## config.mk

```make
export PLATFORM = sky130hd
export DESIGN_NAME = c_string_literal_escaper_core
export DESIGN_NICKNAME = d
export VERILOG_FILES = /design/src/design/cle_pkg.sv /design/src/design/cle_front.sv /design/src/design/cle_queue.sv /design/src/design/cle_back.sv /design/src/design/c_string_literal_escaper_core.sv
export SDC_FILE = /design/constraint.sdc
export NUM_CORES = 1
export LEC_CHECK = 0
export BUFFER_PORTS_ARGS = -buffer_cell sky130_fd_sc_hd__buf_4
export CORE_MARGIN = 5
export CORE_UTILIZATION = 65
export CTS_CLUSTER_SIZE = 12
export DETAILED_ROUTE_END_ITERATION = 7
export PLACE_DENSITY = 0.84
export SETUP_SLACK_MARGIN = 0.5
export SLEW_MARGIN = 20
export SYNTH_ARGS = -nofsm -noshare
export SYNTH_HDL_FRONTEND = slang
export SYNTH_SLANG_ARGS = --single-unit
```

## constraint.sdc

```tcl
create_clock -name clk -period 19.55 [get_ports clk]
set_input_delay 1.955 -clock clk [delete_from_list [all_inputs] [get_ports clk]]
set_output_delay 1.955 -clock clk [all_outputs]
set_load 0.005 [all_outputs]
```

## src/design/cle_pkg.sv

```systemverilog
// Shared types and constants for the C string literal escaper.
// Used by cle_front, cle_queue, cle_back and c_string_literal_escaper_core.
package cle_pkg;

  // Code unit width applied before classification (input field is 16 bits)
  localparam int CHAR_BITS = 16;
  localparam int CODE_W    = 16;
  localparam logic [CODE_W-1:0] CODE_MASK =
    (CHAR_BITS >= CODE_W) ? {CODE_W{1'b1}} : CODE_W'((64'd1 << CHAR_BITS) - 64'd1);

  // Most code units one input item can produce
  localparam int MAX_CODES = 7;
  localparam int IDX_W     = $clog2(MAX_CODES);

  // Descriptor queue between front and back
  localparam int Q_DEPTH = 2;
  localparam int Q_AW    = $clog2(Q_DEPTH);
  localparam int Q_CW    = $clog2(Q_DEPTH + 1);

  // Input kinds (tuser)
  localparam logic ACT_CHAR = 1'b0;
  localparam logic ACT_END  = 1'b1;

  // Literal characters
  localparam logic [CODE_W-1:0] CH_QUOTE  = 16'h0022; // "
  localparam logic [CODE_W-1:0] CH_APOS   = 16'h0027; // '
  localparam logic [CODE_W-1:0] CH_LPAREN = 16'h0028; // (
  localparam logic [CODE_W-1:0] CH_RPAREN = 16'h0029; // )
  localparam logic [CODE_W-1:0] CH_ZERO   = 16'h0030; // 0
  localparam logic [CODE_W-1:0] CH_QMARK  = 16'h003F; // ?
  localparam logic [CODE_W-1:0] CH_T      = 16'h0054; // T
  localparam logic [CODE_W-1:0] CH_BSLASH = 16'h005C; // backslash
  localparam logic [CODE_W-1:0] CH_UNDER  = 16'h005F; // _
  localparam logic [CODE_W-1:0] CH_A      = 16'h0061; // a
  localparam logic [CODE_W-1:0] CH_B      = 16'h0062; // b
  localparam logic [CODE_W-1:0] CH_F      = 16'h0066; // f
  localparam logic [CODE_W-1:0] CH_N      = 16'h006E; // n
  localparam logic [CODE_W-1:0] CH_R      = 16'h0072; // r
  localparam logic [CODE_W-1:0] CH_TL     = 16'h0074; // t
  localparam logic [CODE_W-1:0] CH_V      = 16'h0076; // v

  // Control codes with a short escape
  localparam logic [4:0] CC_BEL = 5'd7;
  localparam logic [4:0] CC_BS  = 5'd8;
  localparam logic [4:0] CC_HT  = 5'd9;
  localparam logic [4:0] CC_LF  = 5'd10;
  localparam logic [4:0] CC_VT  = 5'd11;
  localparam logic [4:0] CC_FF  = 5'd12;
  localparam logic [4:0] CC_CR  = 5'd13;

  // One classified item: the code units to emit and the index of the last one
  typedef struct packed {
    logic [MAX_CODES-1:0][CODE_W-1:0] codes;
    logic [IDX_W-1:0]                 last_idx;
  } desc_t;

endpackage

```

## src/design/cle_front.sv

```systemverilog
// Front end: accepts input transactions, tracks string state and the mode
// register, and expands each item into a code descriptor. Depends on cle_pkg.
module cle_front (
  input  logic                      clk,
  input  logic                      rst_n,
  input  logic                      in_tvalid,
  output logic                      in_tready,
  input  logic                      in_tuser,
  input  logic [cle_pkg::CODE_W-1:0] in_tdata,
  input  logic                      cfg_valid,
  input  logic                      cfg_data,
  input  logic                      q_full,
  output logic                      q_push,
  output cle_pkg::desc_t            q_desc
);

  logic wrap_mode_r;
  logic started_r, started_nxt;
  logic [cle_pkg::CODE_W-1:0] ch;
  logic [cle_pkg::IDX_W-1:0]  n;
  logic [4:0]                 cc;
  logic [cle_pkg::CODE_W-1:0] esc;
  logic                       has_esc;

  assign in_tready = !q_full;
  assign q_push    = in_tvalid && !q_full;
  assign ch        = in_tdata & cle_pkg::CODE_MASK;
  assign cc        = ch[4:0];

  // short escapes for control codes
  always_comb begin
    has_esc = 1'b1;
    esc     = cle_pkg::CH_N;
    unique case (cc)
      cle_pkg::CC_LF:  esc = cle_pkg::CH_N;
      cle_pkg::CC_HT:  esc = cle_pkg::CH_TL;
      cle_pkg::CC_VT:  esc = cle_pkg::CH_V;
      cle_pkg::CC_BS:  esc = cle_pkg::CH_B;
      cle_pkg::CC_CR:  esc = cle_pkg::CH_R;
      cle_pkg::CC_FF:  esc = cle_pkg::CH_F;
      cle_pkg::CC_BEL: esc = cle_pkg::CH_A;
      default:         has_esc = 1'b0;
    endcase
  end

  always_comb begin
    n            = '0;
    q_desc.codes = '0;
    started_nxt  = started_r;
    if (in_tuser == cle_pkg::ACT_END) begin
      if (!started_r) begin
        if (wrap_mode_r) begin
          q_desc.codes[n] = cle_pkg::CH_UNDER;  n = n + 1'b1;
          q_desc.codes[n] = cle_pkg::CH_T;      n = n + 1'b1;
          q_desc.codes[n] = cle_pkg::CH_LPAREN; n = n + 1'b1;
        end
        q_desc.codes[n] = cle_pkg::CH_QUOTE; n = n + 1'b1;
      end
      q_desc.codes[n] = cle_pkg::CH_QUOTE; n = n + 1'b1;
      if (wrap_mode_r) begin
        q_desc.codes[n] = cle_pkg::CH_RPAREN; n = n + 1'b1;
      end
      started_nxt = 1'b0;
    end else begin
      if (!started_r) begin
        if (wrap_mode_r) begin
          q_desc.codes[n] = cle_pkg::CH_UNDER;  n = n + 1'b1;
          q_desc.codes[n] = cle_pkg::CH_LPAREN; n = n + 1'b1;
        end
        q_desc.codes[n] = cle_pkg::CH_QUOTE; n = n + 1'b1;
        started_nxt = 1'b1;
      end
      if (ch < 16'd32) begin
        q_desc.codes[n] = cle_pkg::CH_BSLASH; n = n + 1'b1;
        if (has_esc) begin
          q_desc.codes[n] = esc; n = n + 1'b1;
        end else begin
          // three octal digits; the top digit is always zero below 32
          q_desc.codes[n] = cle_pkg::CH_ZERO; n = n + 1'b1;
          q_desc.codes[n] = cle_pkg::CH_ZERO + {14'd0, cc[4:3]}; n = n + 1'b1;
          q_desc.codes[n] = cle_pkg::CH_ZERO + {13'd0, cc[2:0]}; n = n + 1'b1;
        end
      end else if (ch == cle_pkg::CH_BSLASH || ch == cle_pkg::CH_QMARK ||
                   ch == cle_pkg::CH_APOS   || ch == cle_pkg::CH_QUOTE) begin
        q_desc.codes[n] = cle_pkg::CH_BSLASH; n = n + 1'b1;
        q_desc.codes[n] = ch;                 n = n + 1'b1;
      end else begin
        q_desc.codes[n] = ch; n = n + 1'b1;
      end
    end
    q_desc.last_idx = n - 1'b1;
  end

  always_ff @(posedge clk) begin
    if (!rst_n) begin
      wrap_mode_r <= 1'b0;
      started_r   <= 1'b0;
    end else begin
      if (cfg_valid) begin
        wrap_mode_r <= cfg_data;
      end
      if (q_push) begin
        started_r <= started_nxt;
      end
    end
  end

endmodule

```

## src/design/cle_queue.sv

```systemverilog
// Small descriptor FIFO decoupling the front end from the emitter.
// Depends on cle_pkg.
module cle_queue (
  input  logic           clk,
  input  logic           rst_n,
  input  logic           push,
  input  cle_pkg::desc_t push_desc,
  input  logic           pop,
  output logic           full,
  output logic           head_valid,
  output cle_pkg::desc_t head_desc
);

  cle_pkg::desc_t            mem [cle_pkg::Q_DEPTH];
  logic [cle_pkg::Q_AW-1:0]  wr_ptr_r, rd_ptr_r;
  logic [cle_pkg::Q_CW-1:0]  count_r;

  assign full       = (count_r == cle_pkg::Q_CW'(cle_pkg::Q_DEPTH));
  assign head_valid = (count_r != '0);
  assign head_desc  = mem[rd_ptr_r];

  always_ff @(posedge clk) begin
    if (push) begin
      mem[wr_ptr_r] <= push_desc;
    end
  end

  always_ff @(posedge clk) begin
    if (!rst_n) begin
      wr_ptr_r <= '0;
      rd_ptr_r <= '0;
      count_r  <= '0;
    end else begin
      if (push) begin
        wr_ptr_r <= (wr_ptr_r == cle_pkg::Q_AW'(cle_pkg::Q_DEPTH - 1)) ? '0 : wr_ptr_r + 1'b1;
      end
      if (pop) begin
        rd_ptr_r <= (rd_ptr_r == cle_pkg::Q_AW'(cle_pkg::Q_DEPTH - 1)) ? '0 : rd_ptr_r + 1'b1;
      end
      if (push && !pop) begin
        count_r <= count_r + 1'b1;
      end else if (pop && !push) begin
        count_r <= count_r - 1'b1;
      end
    end
  end

endmodule

```

## src/design/cle_back.sv

```systemverilog
// Emitter: walks the head descriptor one code unit per cycle, unless the output
// is stalled, into the registered output stage. Depends on cle_pkg.
module cle_back (
  input  logic                       clk,
  input  logic                       rst_n,
  input  logic                       q_valid,
  input  cle_pkg::desc_t             q_desc,
  output logic                       q_pop,
  output logic                       out_tvalid,
  input  logic                       out_tready,
  output logic [cle_pkg::CODE_W-1:0] out_tdata,
  output logic                       out_tlast
);

  logic [cle_pkg::IDX_W-1:0]  idx_r, idx_nxt;
  logic                       out_valid_r;
  logic [cle_pkg::CODE_W-1:0] out_data_r;
  logic                       out_last_r;
  logic                       load, is_last;

  assign load    = q_valid && (!out_valid_r || out_tready);
  assign is_last = (idx_r == q_desc.last_idx);
  assign q_pop   = load && is_last;
  assign idx_nxt = is_last ? '0 : idx_r + 1'b1;

  assign out_tvalid = out_valid_r;
  assign out_tdata  = out_data_r;
  assign out_tlast  = out_last_r;

  always_ff @(posedge clk) begin
    if (load) begin
      out_data_r <= q_desc.codes[idx_r];
      out_last_r <= is_last;
    end
  end

  always_ff @(posedge clk) begin
    if (!rst_n) begin
      idx_r       <= '0;
      out_valid_r <= 1'b0;
    end else begin
      if (load) begin
        idx_r       <= idx_nxt;
        out_valid_r <= 1'b1;
      end else if (out_tready) begin
        out_valid_r <= 1'b0;
      end
    end
  end

endmodule

```

## src/design/c_string_literal_escaper_core.sv

```systemverilog
// Top level of the C string literal escaper: front end, descriptor queue and
// emitter. Depends on cle_pkg, cle_front, cle_queue and cle_back.
//
// Turns a stream of 16-bit code units into the text of a quoted C string
// literal, one code unit per output transaction. An input with tuser=0 carries
// one character; tuser=1 ends the string. The first character is preceded by
// an opening quote (or _(" in wrap mode); control codes get \n \t \v \b \r \f
// \a or a three-digit octal escape; backslash, ?, ' and " get a backslash;
// the end item emits the closing quote (plus ")" in wrap mode). An empty
// string gives "" or _T(""). out_tlast marks the final code unit produced by
// each input transaction. Each input yields 1 to 7 output code units; the
// emitter produces one per clock while out_tready does not stall it. The
// front end classifies a whole item in its accept cycle and parks it in a
// two-entry queue, so it keeps taking input while the emitter is busy until
// the queue is full. wrap_mode is written over the cfg channel (always
// ready) and should only change while the block is idle.
module c_string_literal_escaper_core (
  input  logic        clk,
  input  logic        rst_n,
  // input channel
  input  logic        in_tvalid,
  output logic        in_tready,
  input  logic [15:0] in_tdata,   // [15:0] code_in
  input  logic        in_tuser,   // [0] action: 0 character, 1 end of string
  // result channel
  output logic        out_tvalid,
  input  logic        out_tready,
  output logic [15:0] out_tdata,  // [15:0] code_out
  output logic        out_tlast,  // last_of_run
  // configuration
  input  logic        cfg_valid,
  output logic        cfg_ready,
  input  logic        cfg_data    // wrap_mode
);

  cle_pkg::desc_t push_desc, head_desc;
  logic           push, pop, full, head_valid;

  // register write is always accepted
  assign cfg_ready = 1'b1;

  cle_front u_front (
    .clk       (clk),
    .rst_n     (rst_n),
    .in_tvalid (in_tvalid),
    .in_tready (in_tready),
    .in_tuser  (in_tuser),
    .in_tdata  (in_tdata),
    .cfg_valid (cfg_valid),
    .cfg_data  (cfg_data),
    .q_full    (full),
    .q_push    (push),
    .q_desc    (push_desc)
  );

  cle_queue u_queue (
    .clk        (clk),
    .rst_n      (rst_n),
    .push       (push),
    .push_desc  (push_desc),
    .pop        (pop),
    .full       (full),
    .head_valid (head_valid),
    .head_desc  (head_desc)
  );

  cle_back u_back (
    .clk        (clk),
    .rst_n      (rst_n),
    .q_valid    (head_valid),
    .q_desc     (head_desc),
    .q_pop      (pop),
    .out_tvalid (out_tvalid),
    .out_tready (out_tready),
    .out_tdata  (out_tdata),
    .out_tlast  (out_tlast)
  );

endmodule

```

After elaboration in Yosys (flattened, before gate mapping)
Memory sizes are Yosys's and may differ from the RTL's. A register that Yosys moved wholly into a read port is not among the register bits.
Index checks and enable logic that the tools add are counted.

operators by class
  eq/ne operators = 13
  reduce and logical (&&, ||, !) cells = 25
  bitwise operators = 18
  mux-type cells = 67
  add/subtract/negate cells = 16
  $lt $le $gt $ge = 18

operator list
  kind                   number
  $mux W112              9
  $bwmux W112            5
  $not A98 Y98           4
  $demux W16 S3          8
  $and A98 B98 Y98       2
  $mux W16               9
  $and A28 B98 Y98       1
  $and A42 B98 Y98       1
  $mux W48               2
  $and A91 B91 Y91       1
  $not A91 Y91           1
  $and A84 B84 Y84       1
  $not A84 Y84           1
  $mux W32               2
  $bmux W16 S3           1
  $eq A16 B6 Y1 const B  3
  $mux W3                14
  $mux W38               1
  $lt A3 B4 Y1 const B   9
  $eq A5 B4 Y1 const B   6
  $pmux W5 S6            1
  $or A14 B14 Y14        2
  $or A28 B28 Y28        1
  $add A3 B1 Y3 const B  9
  23 further kinds       63

storage, ports and cells
  memories = 1
  bits in writable memories = 230
  register bits after elaboration = 27
  output and inout bits = 20

memory list
  memory       words  bits a word  read ports  clocked after memory_dff  write ports  line             RTL
  u_queue.mem  2      115          1           1                         1            cle_queue.sv:14  cle_pkg::desc_t mem [cle_pkg::Q_DEPTH];

Longest topological paths before layout
  depth after elaboration = 18
  mapped depth = 10
  gate-level depth less buffers = 8

Hierarchy
Synthesis repeated with hierarchy kept, for this count alone.

unflattened totals
  cell total of the unflattened synthesis = 953
  area total of the unflattened synthesis = 12906.1 sq um

by module, submodules not included
  module                         times used  area each (sq um)  cells an instance
  cle_queue                      1           8718.4             380
  cle_front                      1           2523.7             419
  cle_back                       1           1652.8             152
  c_string_literal_escaper_core  1           11.3               2

Least setup slack after synthesis
Ideal clock, no wire load.

  kind = input to register
  start = in in_tvalid
  end = mem u_queue.mem[0][0] in the netlist's numbering, enable pin
  stages on the path = 2
  library setup time = 604 ps
  path slack = 11656 ps
  arrival time = 7289 ps
  path buffers = 0
  path through = and2_0 -> nor2b_1

on the way
  cells in the longest elaborated chain, start to end = 3

RTL lines
  item                           line                                 RTL
  start: declaration             c_string_literal_escaper_core.sv:21  input logic in_tvalid,
  $logic_and A1 B1 Y1            cle_front.sv:26                      assign q_push = in_tvalid && !q_full;
  $mux W1                        cle_queue.sv:23                      if (push) begin
  $mux W1 (not written as such)  cle_queue.sv:24                      mem[wr_ptr_r] <= push_desc;
  end: declaration               cle_queue.sv:14

No other way between the ends.

==> impl_metrics.csv <==
group,metric,value,unit
status,status,"finished, final reports clean",
floorplanning,coreArea,18090,sq um
timing,grt_setup_unrepaired,"false",
critical_path,cp_common_cell,"buf_4",
critical_path,critPathArrivalTime,4.67,ns
grt,grt_pass1_wl,43590,um
flow_run,maxCapViolCount,0,
yosys,synth.most_common_cell,"edfxtp_1",
critical_path,critPathMaxFanout,13,
timing,tightest_slew,1.133,ns
floorplanning,rows,49,
finish,area_growth,11.48,%
timing,skew,0.01462,ns
grt,grt_start_max_net_pins,73,
critical_path,crit_path_end_kind,"flop",
timing,fin_crit,4.420,ns
timing,max_slew_margin,0.2442,
timing,hold_viol,0,
yosys,synth-simple-area-share,0.09851,
critical_path,crit_chain,"buf_4 -> nor4_4 -> nand3_1 -> a2111o_1 -> nand2_1 -> nor3_1 -> buf_4 -> a211o_1 -> ha_1 -> xnor2_1",
clock_network,cts_sinks,258,
yosys,synth-compound-area-share,0.1005,
floorplanning,ios,43,
power_and_ir_drop,power.density,120.1,nW/um^2
power_and_ir_drop,p_total,1.610,mW
grt,grt_pass1_vias,7616,
routing,drtIter0Drc,979,
grt,grt_overflow_total,0,
finish,multi_input_comb_area,4262,sq um
place,hpwl,17630,um
clock_network,cts_max_level,1,
critical_path,worst_path_max_delay_cell,"a2111o_1",
yosys,synthMuxAreaShare,0.1197,
routing,via_per_inst,6.686,
finish,drive_gt1_frac,0.1588,
yosys,synth_top_area_share,0.6167,
floorplanning,initial_core_util,0.6650,
grt,antenna_found_initial,0,
hold_path,hp-class,"reg2reg",
critical_path,cpPeakStageDelay,0.61,ns
clock_network,clk_pin_slew,0.06,ns
timing,finalMaxSlewViolations,0,
yosys,ys_seq_elements,258,
yosys,synthesis.area,12030,sq um
timing,tns,0,ns
timing,max_freq,226.2,MHz
yosys,synth_top_family_by_area,"multiplexers",
yosys,yosys_warnings,0,
critical_path,path_delay_family,"simple AND/OR/NAND/NOR gates",
timing,setup_viol,0,
clock_network,clkLatencyLatePin,0.52,ns
grt,track_usage,0.2624,
yosys,synth.distinct_cells,70,
finish,seq_area,7642,sq um
yosys,syn_inst,869,
power_and_ir_drop,ir_drop,75.64,uV
clock_network,post_cts_buffers,0,
clock_network,cts_resized,0,
routing,firstDrtPassIters,6,
yosys,synth_area_leaders,"edfxtp_1 (62%), mux4_2 (8.1%), mux2i_1 (3.8%)",
yosys,yosysSeqAreaShare,0.6350,
critical_path,start_kind,"primary input",
yosys,synth_ff_type,"edfxtp_1",
clock_network,root_buffer,"clkbuf_16",
finish,nNetsFinal,971,
critical_path,worst-path-buf-inv,2,
routing,final_antenna_net_count,0,
place,gp_congestion,1.020,
floorplanning,die_area,21320,sq um
power_and_ir_drop,p_leak,4.563,nW
routing,drc_errors,0,
clock_network,cts_tree,"yes",
yosys,syn_avg_cell_area,13.84,sq um
routing,wire_per_inst,24.20,um
clock_network,cts-hold-fix-buffers,0,
yosys,synth_xor_area_frac,0.006554,
yosys,yosys.area_share.adder,0.01040,
routing,num_vias,7890,
critical_path,path_class,"in2reg",
yosys,synth-edff-count,247,
clock_network,clock_path_buffers,3,
finish,nFillCells,1101,
yosys,netlist_top_cells_count,"edfxtp_1 (247), nand2_1 (66), nor2_1 (49)",
clock_network,cts-buffers-inserted,26,
finish,antenna_cells,0,
floorplanning,die_w,146.0,um
timing,timing.final.crit_share,0.2261,
yosys,synth-async-reset-ratio,0,
routing,drt_wl_total,28560,um
yosys,synth_area_leader_cell,"edfxtp_1",
floorplanning,die_height,146.0,um
critical_path,worstPathRequired,19.80,ns
place,port_buffers,41,
[worst paths after layout]
| check | start | endpoint | slack (ns) | depth (start not counted) |
|---|---|---|---|---|
| hold / removal | u_queue.count_r[1] | u_queue.count_r[1] | 0.56 | 2 |
| setup / recovery | in_tdata[14] | u_queue.mem[0][2] | 15.13 | 10 |
| hold reg to reg | u_queue.count_r[1] | u_queue.count_r[1] | 0.56 | 2 |
| setup reg to reg | u_front.started_r | u_queue.mem[1][104] | 15.35 | 8 |
[report_power, final]
| part | total (mW) | leakage, nW | internal (mW) | switching (mW) |
|---|---|---|---|---|
| combinational | 0.395 | 1.74 | 0.164 | 0.232 |
| clock | 0.439 | 0.360 | 0.252 | 0.187 |
| sequential | 0.776 | 2.46 | 0.740 | 0.0355 |
[per-layer routing]
metal	GRT usage	wire, um	up-vias
met3	0.04245	2531	77
met1	0.3663	11050	3874
met4	0.08278	927	0
met5	0	0	-
met2	0.4327	14060	475
li1	-	-	3464
[tightest hold or removal path, delay by kind of cell, from the launching register on]
family,cells,cell delay [ns]
AO/OA/AOI/OAI,2,0.16
flip-flops,1,0.35
[logic make-up (layout without fill, tap and decap cells)]
kind of cell | Yosys count | count (layout)
buffers and inverters | 86 | 115
adder cells (fa/ha/maj) | 10 | 10
other | 2 | 55
flip-flops | 258 | 258
XOR/XNOR | 9 | 9
AND/OR/NAND/NOR | 231 | 231
AO/OA/AOI/OAI | 183 | 183
multiplexers | 90 | 90
[registers in the layout, indices dropped and copies added (netlist names), 2 cells and up, named ones only]
name and cells:
u_back.out_tdata 16, u_queue.count_r 2, u_queue.mem 230, u_back.idx_r 3
[cell type report]
type / count / area share
flip-flops and latches: 258 / 0.5699
clock buffers: 38 / 0.05347
well taps: 229 / 0.02137
multi-input cells: 578 / 0.3178
inverters: 20 / 0.005599
clock inverters: 3 / 0.001586
repair buffers: 54 / 0.03023
[cell usage in the layout (no fill, tap or decap), types with 12 or more instances in the layout]
| master | n |
|---|---|
| conb_1 | 55 |
| edfxtp_1 | 247 |
| and3_1 | 12 |
| nor3_1 | 19 |
| buf_4 | 54 |
| and2_1 | 23 |
| mux2i_1 | 46 |
| nand2_1 | 66 |
| a21oi_1 | 34 |
| inv_1 | 19 |
| nor2_1 | 48 |
| nand3_1 | 18 |
| mux4_2 | 43 |
| o22ai_1 | 18 |
| clkbuf_16 | 27 |
| o21ai_0 | 46 |
[stage by stage]
step                utilization  hold WS (ns)  cell area [sq um]  setup slack, ns  cells
CTS                      0.7413        0.5619              13410            15.16   1180
global placement         0.7005        0.5226              12670            14.78   1139
global route             0.7414        0.5789              13410            14.97   1180
floorplan                     -        0.4907              12230            11.66    922
finish                   0.7414        0.5599              13410            15.13   1180
detailed placement       0.7005        0.5515              12670            14.64   1139
(Power assumes the default switching activity.)
